--- config.mk ---
export PLATFORM = sky130hd
export DESIGN_NAME = winnowing_fingerprint_select_top
export DESIGN_NICKNAME = d
export VERILOG_FILES = /design/src/hdl/wfs_pkg.sv /design/src/hdl/winnowing_fingerprint_select_top.sv /design/src/hdl/wfs_ctrl.sv /design/src/hdl/wfs_datapath.sv
export SDC_FILE = /design/constraint.sdc
export NUM_CORES = 2
export LEC_CHECK = 0
export BUFFER_PORTS_ARGS = -buffer_cell sky130_fd_sc_hd__buf_2
export CAP_MARGIN = 15
export CORE_MARGIN = 10
export CORE_UTILIZATION = 50
export DETAILED_ROUTE_END_ITERATION = 16
export PLACE_DENSITY = 0.68
export SYNTH_ARGS = -nofsm -noshare
export SYNTH_HDL_FRONTEND = slang
export SYNTH_SLANG_ARGS = --single-unit
--- constraint.sdc ---
create_clock -name clk -period 7.3 [get_ports clk]
set_input_delay 1.46 -clock clk [delete_from_list [all_inputs] [get_ports clk]]
set_output_delay 1.46 -clock clk [all_outputs]
set_load 0.005 [all_outputs]
--- src/hdl/wfs_pkg.sv ---
// Shared types and constants for the winnowing fingerprint selector.
// Used by wfs_ctrl, wfs_datapath and winnowing_fingerprint_select_top.
`default_nettype none

package wfs_pkg;

    localparam int KGRAM_LEN_DEF  = 5;
    localparam int WINDOW_LEN_DEF = 4;
    localparam int POS_BITS       = 24;

    localparam int HASH_W   = 31;
    localparam int BASE_W   = 16;
    localparam int CFG_IDX_W = 2;
    localparam int CFG_W    = 31;
    localparam int REDW     = 48;
    localparam int RCNT_W   = 6;

    localparam logic [HASH_W-1:0] HASH_SENTINEL = {HASH_W{1'b1}};

    // Configuration register indexes
    localparam logic [CFG_IDX_W-1:0] REG_HASH_BASE    = 2'd0;
    localparam logic [CFG_IDX_W-1:0] REG_HASH_MODULUS = 2'd1;
    localparam logic [CFG_IDX_W-1:0] REG_BASE_POWER   = 2'd2;

    localparam logic [BASE_W-1:0] HASH_BASE_RST    = 16'd31;
    localparam logic [HASH_W-1:0] HASH_MODULUS_RST = 31'd1000000007;
    localparam logic [HASH_W-1:0] BASE_POWER_RST   = 31'd923521;

    typedef struct packed {
        logic [7:0] text_byte;
        logic       doc_start;
    } in_item_t;

    typedef struct packed {
        logic [HASH_W-1:0]   fp_hash;
        logic [POS_BITS-1:0] fp_position;
    } out_item_t;

    // Operand of the serial reducer
    typedef enum logic [1:0] {
        SRC_POW  = 2'd0,
        SRC_CUR  = 2'd1,
        SRC_PROD = 2'd2
    } red_src_t;

    typedef struct packed {
        logic     load;
        logic     red_start;
        red_src_t red_src;
        logic     mul1;
        logic     cap_h;
        logic     subc;
        logic     mul2;
        logic     cap_fin;
        logic     upd;
        logic     scan_rd;
        logic     scan_cmp;
        logic     emit;
    } cmd_t;

    typedef struct packed {
        logic red_busy;
        logic roll;
        logic kgram_full;
        logic min_hit;
        logic new_le;
        logic scan_last;
        logic out_free;
    } sts_t;

endpackage

`default_nettype wire

--- src/hdl/winnowing_fingerprint_select_top.sv ---
// Top level of the winnowing fingerprint selector: sequencer plus datapath.
// Depends on wfs_pkg, wfs_ctrl and wfs_datapath.
//
//   channel | direction | handshake            | payload
//   in      | input     | in_valid / in_stall  | in_data   (text_byte, doc_start)
//   out     | output    | out_valid / out_stall| out_data  (fp_hash, fp_position)
//   cfg     | input     | cfg_write_en         | cfg_index, cfg_data
//
// Each byte runs three modular reductions (four once KGRAM_LEN bytes are in) plus
// control states, and a rescan of WINDOW_LEN-1 slots when the minimum leaves the window.
// The bit-serial reducer, 48 steps per modular reduction, sets the processing time.
// Reset is asynchronous, active low; doc_start clears the document state.
// A fingerprint waits in the output register; a new byte is taken meanwhile,
// and processing stalls only before writing a second fingerprint.
`default_nettype none

module winnowing_fingerprint_select_top
    import wfs_pkg::*;
#(
    parameter int KGRAM_LEN  = KGRAM_LEN_DEF,
    parameter int WINDOW_LEN = WINDOW_LEN_DEF
)
(
    input  wire                  clk,
    input  wire                  rst_n,
    input  wire                  cfg_write_en,
    input  wire [CFG_IDX_W-1:0]  cfg_index,
    input  wire [CFG_W-1:0]      cfg_data,
    input  wire                  in_valid,
    output logic                 in_stall,
    input  in_item_t             in_data,
    output logic                 out_valid,
    input  wire                  out_stall,
    output out_item_t            out_data
);

    cmd_t cmd;
    sts_t sts;
    logic in_ready;

    assign in_stall = !in_ready;

    wfs_ctrl u_ctrl
    (
        .clk      (clk),
        .rst_n    (rst_n),
        .in_valid (in_valid),
        .in_ready (in_ready),
        .sts      (sts),
        .cmd      (cmd)
    );

    wfs_datapath #(
        .KGRAM_LEN  (KGRAM_LEN),
        .WINDOW_LEN (WINDOW_LEN)
    ) u_dp
    (
        .clk          (clk),
        .rst_n        (rst_n),
        .cfg_write_en (cfg_write_en),
        .cfg_index    (cfg_index),
        .cfg_data     (cfg_data),
        .in_data      (in_data),
        .out_valid    (out_valid),
        .out_stall    (out_stall),
        .out_data     (out_data),
        .cmd          (cmd),
        .sts          (sts)
    );

    // A transfer starts work, so the next cycle is busy
    a_busy_after_accept: assert property (@(posedge clk) disable iff (!rst_n)
        (in_valid && !in_stall) |=> in_stall)
        else $error("input taken while a byte is in work");

    // A fingerprint never carries the empty-slot sentinel
    a_no_sentinel: assert property (@(posedge clk) disable iff (!rst_n)
        out_valid |-> (out_data.fp_hash != HASH_SENTINEL))
        else $error("sentinel emitted as fingerprint");

    // A new result only follows work on a byte
    a_result_after_work: assert property (@(posedge clk) disable iff (!rst_n)
        $rose(out_valid) |-> $past(in_stall))
        else $error("result appeared without work");

endmodule

`default_nettype wire

--- src/hdl/wfs_ctrl.sv ---
// Sequencer for the winnowing fingerprint selector.
// Depends on wfs_pkg for command and status structs.
`default_nettype none

module wfs_ctrl
    import wfs_pkg::*;
(
    input  wire  clk,
    input  wire  rst_n,
    input  wire  in_valid,
    output logic in_ready,
    input  sts_t sts,
    output cmd_t cmd
);

    typedef enum logic [9:0] {
        S_IDLE   = 10'b0000000001,
        S_PRED   = 10'b0000000010,
        S_HRED   = 10'b0000000100,
        S_SRED   = 10'b0000001000,
        S_MUL2   = 10'b0000010000,
        S_FSTART = 10'b0000100000,
        S_FRED   = 10'b0001000000,
        S_UPD    = 10'b0010000000,
        S_SCANRD = 10'b0100000000,
        S_SCANCMP= 10'b1000000000
    } state_t;

    state_t state_reg, state_next;
    logic   emit_pend_reg, emit_pend_next;

    // Hold state
    always_ff @(posedge clk or negedge rst_n)
    begin
        if (!rst_n)
        begin
            state_reg     <= S_IDLE;
            emit_pend_reg <= 1'b0;
        end
        else
        begin
            state_reg     <= state_next;
            emit_pend_reg <= emit_pend_next;
        end
    end

    // Ready only when idle and no result is still waiting for the output register
    assign in_ready = (state_reg == S_IDLE) && !emit_pend_reg;

    // Advance through the hash and window update steps
    always_comb
    begin
        state_next     = state_reg;
        emit_pend_next = emit_pend_reg;
        cmd            = '0;
        cmd.red_src    = SRC_POW;

        // Drain a pending fingerprint into the output register
        if (emit_pend_reg && sts.out_free)
        begin
            cmd.emit       = 1'b1;
            emit_pend_next = 1'b0;
        end

        unique case (state_reg)
            S_IDLE:
            begin
                if (in_valid && !emit_pend_reg)
                begin
                    cmd.load      = 1'b1;
                    cmd.red_start = 1'b1;
                    cmd.red_src   = SRC_POW;
                    state_next    = S_PRED;
                end
            end
            S_PRED:
            begin
                if (!sts.red_busy)
                begin
                    cmd.mul1      = 1'b1;
                    cmd.red_start = 1'b1;
                    cmd.red_src   = SRC_CUR;
                    state_next    = S_HRED;
                end
            end
            S_HRED:
            begin
                if (!sts.red_busy)
                begin
                    cmd.cap_h = 1'b1;
                    if (sts.roll)
                    begin
                        cmd.red_start = 1'b1;
                        cmd.red_src   = SRC_PROD;
                        state_next    = S_SRED;
                    end
                    else
                    begin
                        state_next = S_MUL2;
                    end
                end
            end
            S_SRED:
            begin
                if (!sts.red_busy)
                begin
                    cmd.subc   = 1'b1;
                    state_next = S_MUL2;
                end
            end
            S_MUL2:
            begin
                cmd.mul2   = 1'b1;
                state_next = S_FSTART;
            end
            S_FSTART:
            begin
                cmd.red_start = 1'b1;
                cmd.red_src   = SRC_PROD;
                state_next    = S_FRED;
            end
            S_FRED:
            begin
                if (!sts.red_busy)
                begin
                    cmd.cap_fin = 1'b1;
                    state_next  = sts.kgram_full ? S_UPD : S_IDLE;
                end
            end
            S_UPD:
            begin
                cmd.upd = 1'b1;
                if (sts.min_hit)
                begin
                    state_next = S_SCANRD;
                end
                else
                begin
                    emit_pend_next = sts.new_le;
                    state_next     = S_IDLE;
                end
            end
            S_SCANRD:
            begin
                cmd.scan_rd = 1'b1;
                state_next  = S_SCANCMP;
            end
            S_SCANCMP:
            begin
                cmd.scan_cmp = 1'b1;
                if (sts.scan_last)
                begin
                    emit_pend_next = 1'b1;
                    state_next     = S_IDLE;
                end
                else
                begin
                    state_next = S_SCANRD;
                end
            end
            default:
            begin
                state_next = S_IDLE;
            end
        endcase
    end

endmodule

`default_nettype wire

--- src/hdl/wfs_datapath.sv ---
// Datapath: config registers, byte delay line, serial modular reducer,
// hash ring memory, window minimum tracking and output register. Uses wfs_pkg.
`default_nettype none

module wfs_datapath
    import wfs_pkg::*;
#(
    parameter int KGRAM_LEN  = KGRAM_LEN_DEF,
    parameter int WINDOW_LEN = WINDOW_LEN_DEF
)
(
    input  wire                   clk,
    input  wire                   rst_n,
    input  wire                   cfg_write_en,
    input  wire  [CFG_IDX_W-1:0]  cfg_index,
    input  wire  [CFG_W-1:0]      cfg_data,
    input  in_item_t              in_data,
    output logic                  out_valid,
    input  wire                   out_stall,
    output out_item_t             out_data,
    input  cmd_t                  cmd,
    output sts_t                  sts
);

    localparam int HW = (WINDOW_LEN > 1) ? $clog2(WINDOW_LEN) : 1;
    localparam logic [HW-1:0]       W_LAST = HW'(WINDOW_LEN - 1);
    localparam logic [POS_BITS-1:0] K_POS  = POS_BITS'(KGRAM_LEN);
    localparam logic [POS_BITS-1:0] CNT_MAX = {POS_BITS{1'b1}};

    // Configuration
    logic [BASE_W-1:0] base_reg;
    logic [HASH_W-1:0] mod_reg;
    logic [HASH_W-1:0] pow_reg;
    logic [HASH_W-1:0] m_eff;

    // Per-document state
    logic [7:0]          dl_reg [KGRAM_LEN];
    logic [POS_BITS-1:0] cnt_reg, cnt_base, cnt_next;
    logic                roll_reg;
    logic [7:0]          byte_reg;
    logic [7:0]          leave_reg;
    logic [HASH_W-1:0]   cur_hash_reg;
    logic [HASH_W-1:0]   h_reg;
    logic [REDW-1:0]     prod_reg;

    // Serial reducer
    logic [REDW-1:0]     x_reg;
    logic [HASH_W-1:0]   r_reg;
    logic [RCNT_W-1:0]   rcnt_reg;
    logic [HASH_W:0]     r_shift;
    logic [HASH_W-1:0]   r_step;

    // Window
    logic [HASH_W-1:0]   ring_mem [WINDOW_LEN];
    logic                valid_reg [WINDOW_LEN];
    logic [HW-1:0]       head_reg, head_next;
    logic [HW-1:0]       minslot_reg;
    logic [HASH_W-1:0]   minval_reg;
    logic [HW-1:0]       mindist_reg;
    logic [HW-1:0]       j_reg;
    logic [HW-1:0]       d_reg;
    logic [HASH_W-1:0]   rd_reg;
    logic                rdv_reg;
    logic [HASH_W-1:0]   scan_val;

    logic [HASH_W:0]     sub_sum;
    logic [HASH_W-1:0]   sub_res;
    logic [38:0]         mul1_p;
    logic [46:0]         mul2_p;

    out_item_t           out_reg;
    logic                out_valid_reg;

    assign m_eff = (mod_reg < HASH_W'(2)) ? HASH_W'(2) : mod_reg;

    // Write configuration registers
    always_ff @(posedge clk or negedge rst_n)
    begin
        if (!rst_n)
        begin
            base_reg <= HASH_BASE_RST;
            mod_reg  <= HASH_MODULUS_RST;
            pow_reg  <= BASE_POWER_RST;
        end
        else if (cfg_write_en)
        begin
            unique case (cfg_index)
                REG_HASH_BASE:    base_reg <= cfg_data[BASE_W-1:0];
                REG_HASH_MODULUS: mod_reg  <= cfg_data;
                REG_BASE_POWER:   pow_reg  <= cfg_data;
                default:          ;
            endcase
        end
    end

    // Byte count after this transfer, saturating
    assign cnt_base = in_data.doc_start ? '0 : cnt_reg;
    assign cnt_next = (cnt_base == CNT_MAX) ? cnt_base : cnt_base + POS_BITS'(1);

    // Shift the delay line and capture the input on a transfer
    always_ff @(posedge clk or negedge rst_n)
    begin
        if (!rst_n)
        begin
            for (int i = 0; i < KGRAM_LEN; i++)
            begin
                dl_reg[i] <= '0;
            end
            cnt_reg      <= '0;
            roll_reg     <= 1'b0;
            byte_reg     <= '0;
            leave_reg    <= '0;
            cur_hash_reg <= '0;
        end
        else
        begin
            if (cmd.load)
            begin
                leave_reg <= in_data.doc_start ? 8'd0 : dl_reg[KGRAM_LEN-1];
                for (int i = KGRAM_LEN - 1; i > 0; i--)
                begin
                    dl_reg[i] <= in_data.doc_start ? 8'd0 : dl_reg[i-1];
                end
                dl_reg[0] <= in_data.text_byte;
                byte_reg  <= in_data.text_byte;
                cnt_reg   <= cnt_next;
                roll_reg  <= (cnt_base >= K_POS);
                if (in_data.doc_start)
                begin
                    cur_hash_reg <= '0;
                end
            end
            else if (cmd.cap_fin)
            begin
                cur_hash_reg <= r_reg;
            end
        end
    end

    // Bit-serial restoring reduction of x_reg modulo m_eff
    assign r_shift = {r_reg, x_reg[REDW-1]};
    assign r_step  = (r_shift >= {1'b0, m_eff}) ? HASH_W'(r_shift - {1'b0, m_eff})
                                                 : r_shift[HASH_W-1:0];

    always_ff @(posedge clk or negedge rst_n)
    begin
        if (!rst_n)
        begin
            rcnt_reg <= '0;
            r_reg    <= '0;
            x_reg    <= '0;
        end
        else if (cmd.red_start)
        begin
            rcnt_reg <= RCNT_W'(REDW);
            r_reg    <= '0;
            case (cmd.red_src)
                SRC_POW:  x_reg <= REDW'(pow_reg);
                SRC_CUR:  x_reg <= REDW'(cur_hash_reg);
                default:  x_reg <= prod_reg;
            endcase
        end
        else if (rcnt_reg != '0)
        begin
            rcnt_reg <= rcnt_reg - RCNT_W'(1);
            r_reg    <= r_step;
            x_reg    <= {x_reg[REDW-2:0], 1'b0};
        end
    end

    // Multiply steps and the modular subtract
    assign mul1_p  = leave_reg * r_reg;
    assign mul2_p  = h_reg * base_reg;
    assign sub_sum = {1'b0, h_reg} + {1'b0, m_eff} - {1'b0, r_reg};
    assign sub_res = (sub_sum >= {1'b0, m_eff}) ? HASH_W'(sub_sum - {1'b0, m_eff})
                                                : sub_sum[HASH_W-1:0];

    always_ff @(posedge clk)
    begin
        if (cmd.mul1)
        begin
            prod_reg <= REDW'(mul1_p);
        end
        else if (cmd.mul2)
        begin
            prod_reg <= REDW'(mul2_p) + REDW'(byte_reg);
        end

        if (cmd.cap_h || cmd.cap_fin)
        begin
            h_reg <= r_reg;
        end
        else if (cmd.subc)
        begin
            h_reg <= sub_res;
        end
    end

    // Ring memory: write the newest hash, read one entry a step during rescan
    assign head_next = (head_reg == W_LAST) ? '0 : head_reg + HW'(1);

    always_ff @(posedge clk)
    begin
        if (cmd.upd)
        begin
            ring_mem[head_next] <= h_reg;
        end
        if (cmd.scan_rd)
        begin
            rd_reg <= ring_mem[j_reg];
        end
    end

    // Track written slots; unwritten ones read as the sentinel
    always_ff @(posedge clk or negedge rst_n)
    begin
        if (!rst_n)
        begin
            for (int i = 0; i < WINDOW_LEN; i++)
            begin
                valid_reg[i] <= 1'b0;
            end
            rdv_reg <= 1'b0;
        end
        else
        begin
            if (cmd.load && in_data.doc_start)
            begin
                for (int i = 0; i < WINDOW_LEN; i++)
                begin
                    valid_reg[i] <= 1'b0;
                end
            end
            else if (cmd.upd)
            begin
                valid_reg[head_next] <= 1'b1;
            end
            if (cmd.scan_rd)
            begin
                rdv_reg <= valid_reg[j_reg];
            end
        end
    end

    assign scan_val = rdv_reg ? rd_reg : HASH_SENTINEL;

    // Maintain head, minimum slot and value, and the rescan walk
    always_ff @(posedge clk or negedge rst_n)
    begin
        if (!rst_n)
        begin
            head_reg    <= '0;
            minslot_reg <= '0;
            minval_reg  <= HASH_SENTINEL;
            mindist_reg <= '0;
            j_reg       <= '0;
            d_reg       <= '0;
        end
        else if (cmd.load && in_data.doc_start)
        begin
            head_reg    <= '0;
            minslot_reg <= '0;
            minval_reg  <= HASH_SENTINEL;
            mindist_reg <= '0;
        end
        else if (cmd.upd)
        begin
            head_reg <= head_next;
            if (sts.min_hit || sts.new_le)
            begin
                minslot_reg <= head_next;
                minval_reg  <= h_reg;
                mindist_reg <= '0;
            end
            // Rescan starts one slot behind the new head
            j_reg <= head_reg;
            d_reg <= HW'(1);
        end
        else if (cmd.scan_cmp)
        begin
            if (scan_val < minval_reg)
            begin
                minslot_reg <= j_reg;
                minval_reg  <= scan_val;
                mindist_reg <= d_reg;
            end
            j_reg <= (j_reg == '0) ? W_LAST : j_reg - HW'(1);
            d_reg <= d_reg + HW'(1);
        end
    end

    // Hold the fingerprint until the downstream side takes it
    always_ff @(posedge clk or negedge rst_n)
    begin
        if (!rst_n)
        begin
            out_valid_reg <= 1'b0;
        end
        else if (cmd.emit)
        begin
            out_valid_reg <= 1'b1;
        end
        else if (!out_stall)
        begin
            out_valid_reg <= 1'b0;
        end
    end

    always_ff @(posedge clk)
    begin
        if (cmd.emit)
        begin
            out_reg.fp_hash     <= minval_reg;
            out_reg.fp_position <= cnt_reg - K_POS - POS_BITS'(mindist_reg);
        end
    end

    assign out_valid = out_valid_reg;
    assign out_data  = out_reg;

    // Status back to the sequencer
    assign sts.red_busy   = (rcnt_reg != '0);
    assign sts.roll       = roll_reg;
    assign sts.kgram_full = (cnt_reg >= K_POS);
    assign sts.min_hit    = (minslot_reg == head_next);
    assign sts.new_le     = (h_reg <= minval_reg);
    assign sts.scan_last  = (d_reg == W_LAST);
    assign sts.out_free   = !out_valid_reg || !out_stall;

endmodule

`default_nettype wire

==> run summary <==
status -> complete, no violations
GR Overflow Total -> 0
Critical Path AT -> 7470 ps
DRC viols -> 0
Post-Syn Area -> 0.0570 mm2
final hold vios -> 0
Slew headroom -> 0.215
Post-Syn Nets -> 6923
placed cell count -> 7356
placed inst area -> 0.0598 mm2
Multi-input gate area -> 0.0359 mm2
design area -> 0.0625 mm2
DRT Pass-1 Iters -> 5
critical path class -> register to register
CTS tree -> built
FF/Latch Area -> 0.0168 mm2
Synth Register Bits -> 614
Routed WL -> 165000 um
die width -> 358 um
max FFs per register -> 124
gr usage total -> 0.261
most frequent cells in the layout -> 865 x inv_1, 850 x nand2_1, 621 x fa_1, 375 x ha_1, 280 x edfxtp_1
Initial Util -> 0.505
most common cell after layout, fill and taps aside -> inv_1
unrepaired setup endpoints after global routing -> no
Peak Freq -> 141 MHz
Iteration-0 DRC Markers -> 3548
Cell Count, Final, Fillers Out -> 7500
largest net degree at the start of global routing -> 162
Top FF cell, synth -> edfxtp_1
post-route clock period utilization -> 0.971
CP max FO -> 10
H-tree lvl count -> 3
WL/cell -> 22.1 um
Area Growth Syn to Fin -> 9.63%
Die ar. -> 0.128 mm2
CTS max path bufs -> 3
Layout Nets -> 6982
Top reg by flops -> u_dp.ring_mem
max cap viols -> 0
Num CTS Buffers -> 74
number of antenna violations at the first check in global routing -> 8
Synth cell types -> 92
post-DR vias/cell -> 5.75
Root Driver -> clkbuf_16
max-slew violation count -> 0
vias in the first global route -> 44.0k
Worst-Margin Slew -> 1180 ps
row cnt -> 123
Reg clk slew, reported paths -> 70 ps
height of the die -> 358 um
Synth Instances -> 5880
critical path required time -> 7690 ps
Seq/Total Area, Yosys -> 0.295
Synth warnings -> 0
Filler cells -> 9908
Vias -> 43.1k
worst-skew pair later-pin latency -> 670 ps
post-detail-place hpwl -> 128000 um
Clock Skew -> 37.4 ps
Core Footprint -> 0.113 mm2
Ports -> 104
kind of end point of the critical path -> register
Antenna Violating Nets Remaining -> 0
crit path time final -> 7090 ps
post-synthesis async set-or-reset flop share -> 0.529
layout cells sized above 1 -> 0.109
global-route wire length before repair -> 260000 um
routability cong. -> 0.981
hold buffers post-CTS -> 0
Worst Hold Class -> register to register
number of flops mapped to enable cells by yosys -> 280
IO Port Bufs -> 103
syn_area_per_cell -> 9.69 um2
Sink Count -> 614
final setup vio count -> 0
Startpoint Class -> register
[layout make-up]
type / count / share of cell area
clock inverter: 45 / 0.00927
inverter: 866 / 0.0520
clock buffer: 91 / 0.0320
timing repair buffer: 301 / 0.0334
multi-input combinational: 4082 / 0.574
antenna: 1 / 0.0000400
sequential: 614 / 0.269
tap: 1500 / 0.0300
[layer usage]
layer	up-vias	wire [um]	part of all wire	track usage
met5	-	13	0.000079	0
met4	2	7210	0.044	0.107
met3	327	13500	0.082	0.0498
met2	1679	74600	0.45	0.410
met1	21600	70100	0.42	0.354
li1	19500	-	-	-
[kinds of logic after synthesis]
logic type | after synthesis | synth area share
and+or+nand+nor | 1722 | 0.144
buffers and inverters | 1184 | 0.0783
adders and majority gates | 996 | 0.300
AOI/OAI and AO/OA | 979 | 0.110
DFF | 614 | 0.295
muxes | 205 | 0.0449
xor gates and xnor gates | 180 | 0.0277
[worst paths after layout]
| kind | startpoint | cells after the start | to | slack, ps |
|---|---|---|---|---|
| setup / recovery | u_dp.h_reg[6] | 21 | u_dp.prod_reg[28] | 210 |
| hold / removal | u_dp.prod_reg[45] | 2 | u_dp.x_reg[45] | 450 |
| setup reg to reg | u_dp.h_reg[6] | 21 | u_dp.prod_reg[28] | 210 |
| hold reg to reg | u_dp.prod_reg[45] | 2 | u_dp.x_reg[45] | 450 |
| max in group asynchronous | rst_n | 2 | u_dp.base_reg[10] | 4810 |
| min in group asynchronous | rst_n | 1 | u_dp.cnt_reg[13] | 860 |
[per-stage QoR]
stage          TNS, ps  utilization  hold slack [ps]  setup WS [ps]
5_1_grt              0        0.554              485           44.0
3_5_place_dp      -214        0.530              454           -214
2_1_floorplan        0            -              422            530
4_1_cts              0        0.553              463           24.4
3_3_place_gp      -214        0.530              449           -183
6_report             0        0.554              455            213
[critical path: stages, from the launching register on]
cell      delay (ps)
edfxtp_1         710
buf_4            280
nand2_1           90
fa_1             550
inv_1             50
fa_1             480
inv_1             50
fa_1             470
fa_1             520
fa_1             430
fa_1             570
inv_1             60
ha_1             390
and3_1           280
nand3_1          110
nor3b_2          330
nor2_1           120
buf_4            160
o31ai_1          410
a21oi_1          150
xor2_1           440
o21ai_0          140
[synthesized netlist by cell type, types with 69 or more instances]
cell type / instances / area share
dfrtp_1: 263 / 0.12
o21ai_0: 227 / 0.020
a21o_1: 116 / 0.015
a22o_1: 69 / 0.011
and2_1: 273 / 0.030
mux2i_1: 87 / 0.015
nor2_1: 210 / 0.014
inv_1: 865 / 0.057
xnor2_1: 99 / 0.015
mux2_2: 86 / 0.017
clkbuf_1: 283 / 0.019
edfxtp_1: 280 / 0.15
a211oi_1: 70 / 0.0092
nand2_1: 851 / 0.056
ha_1: 375 / 0.082
fa_1: 621 / 0.22
xor2_1: 81 / 0.012
a21oi_1: 277 / 0.024
[repair_timing]
action                     4_1_cts  5_1_grt
pin swaps                        0        4
resized for setup                3       10
buffers inserted                 0        5
setup endpoints to repair        2       35
Power is left out: the tool's default activity adds up to more than one toggle a clock period on the data nets, which glitch-free logic cannot reach.
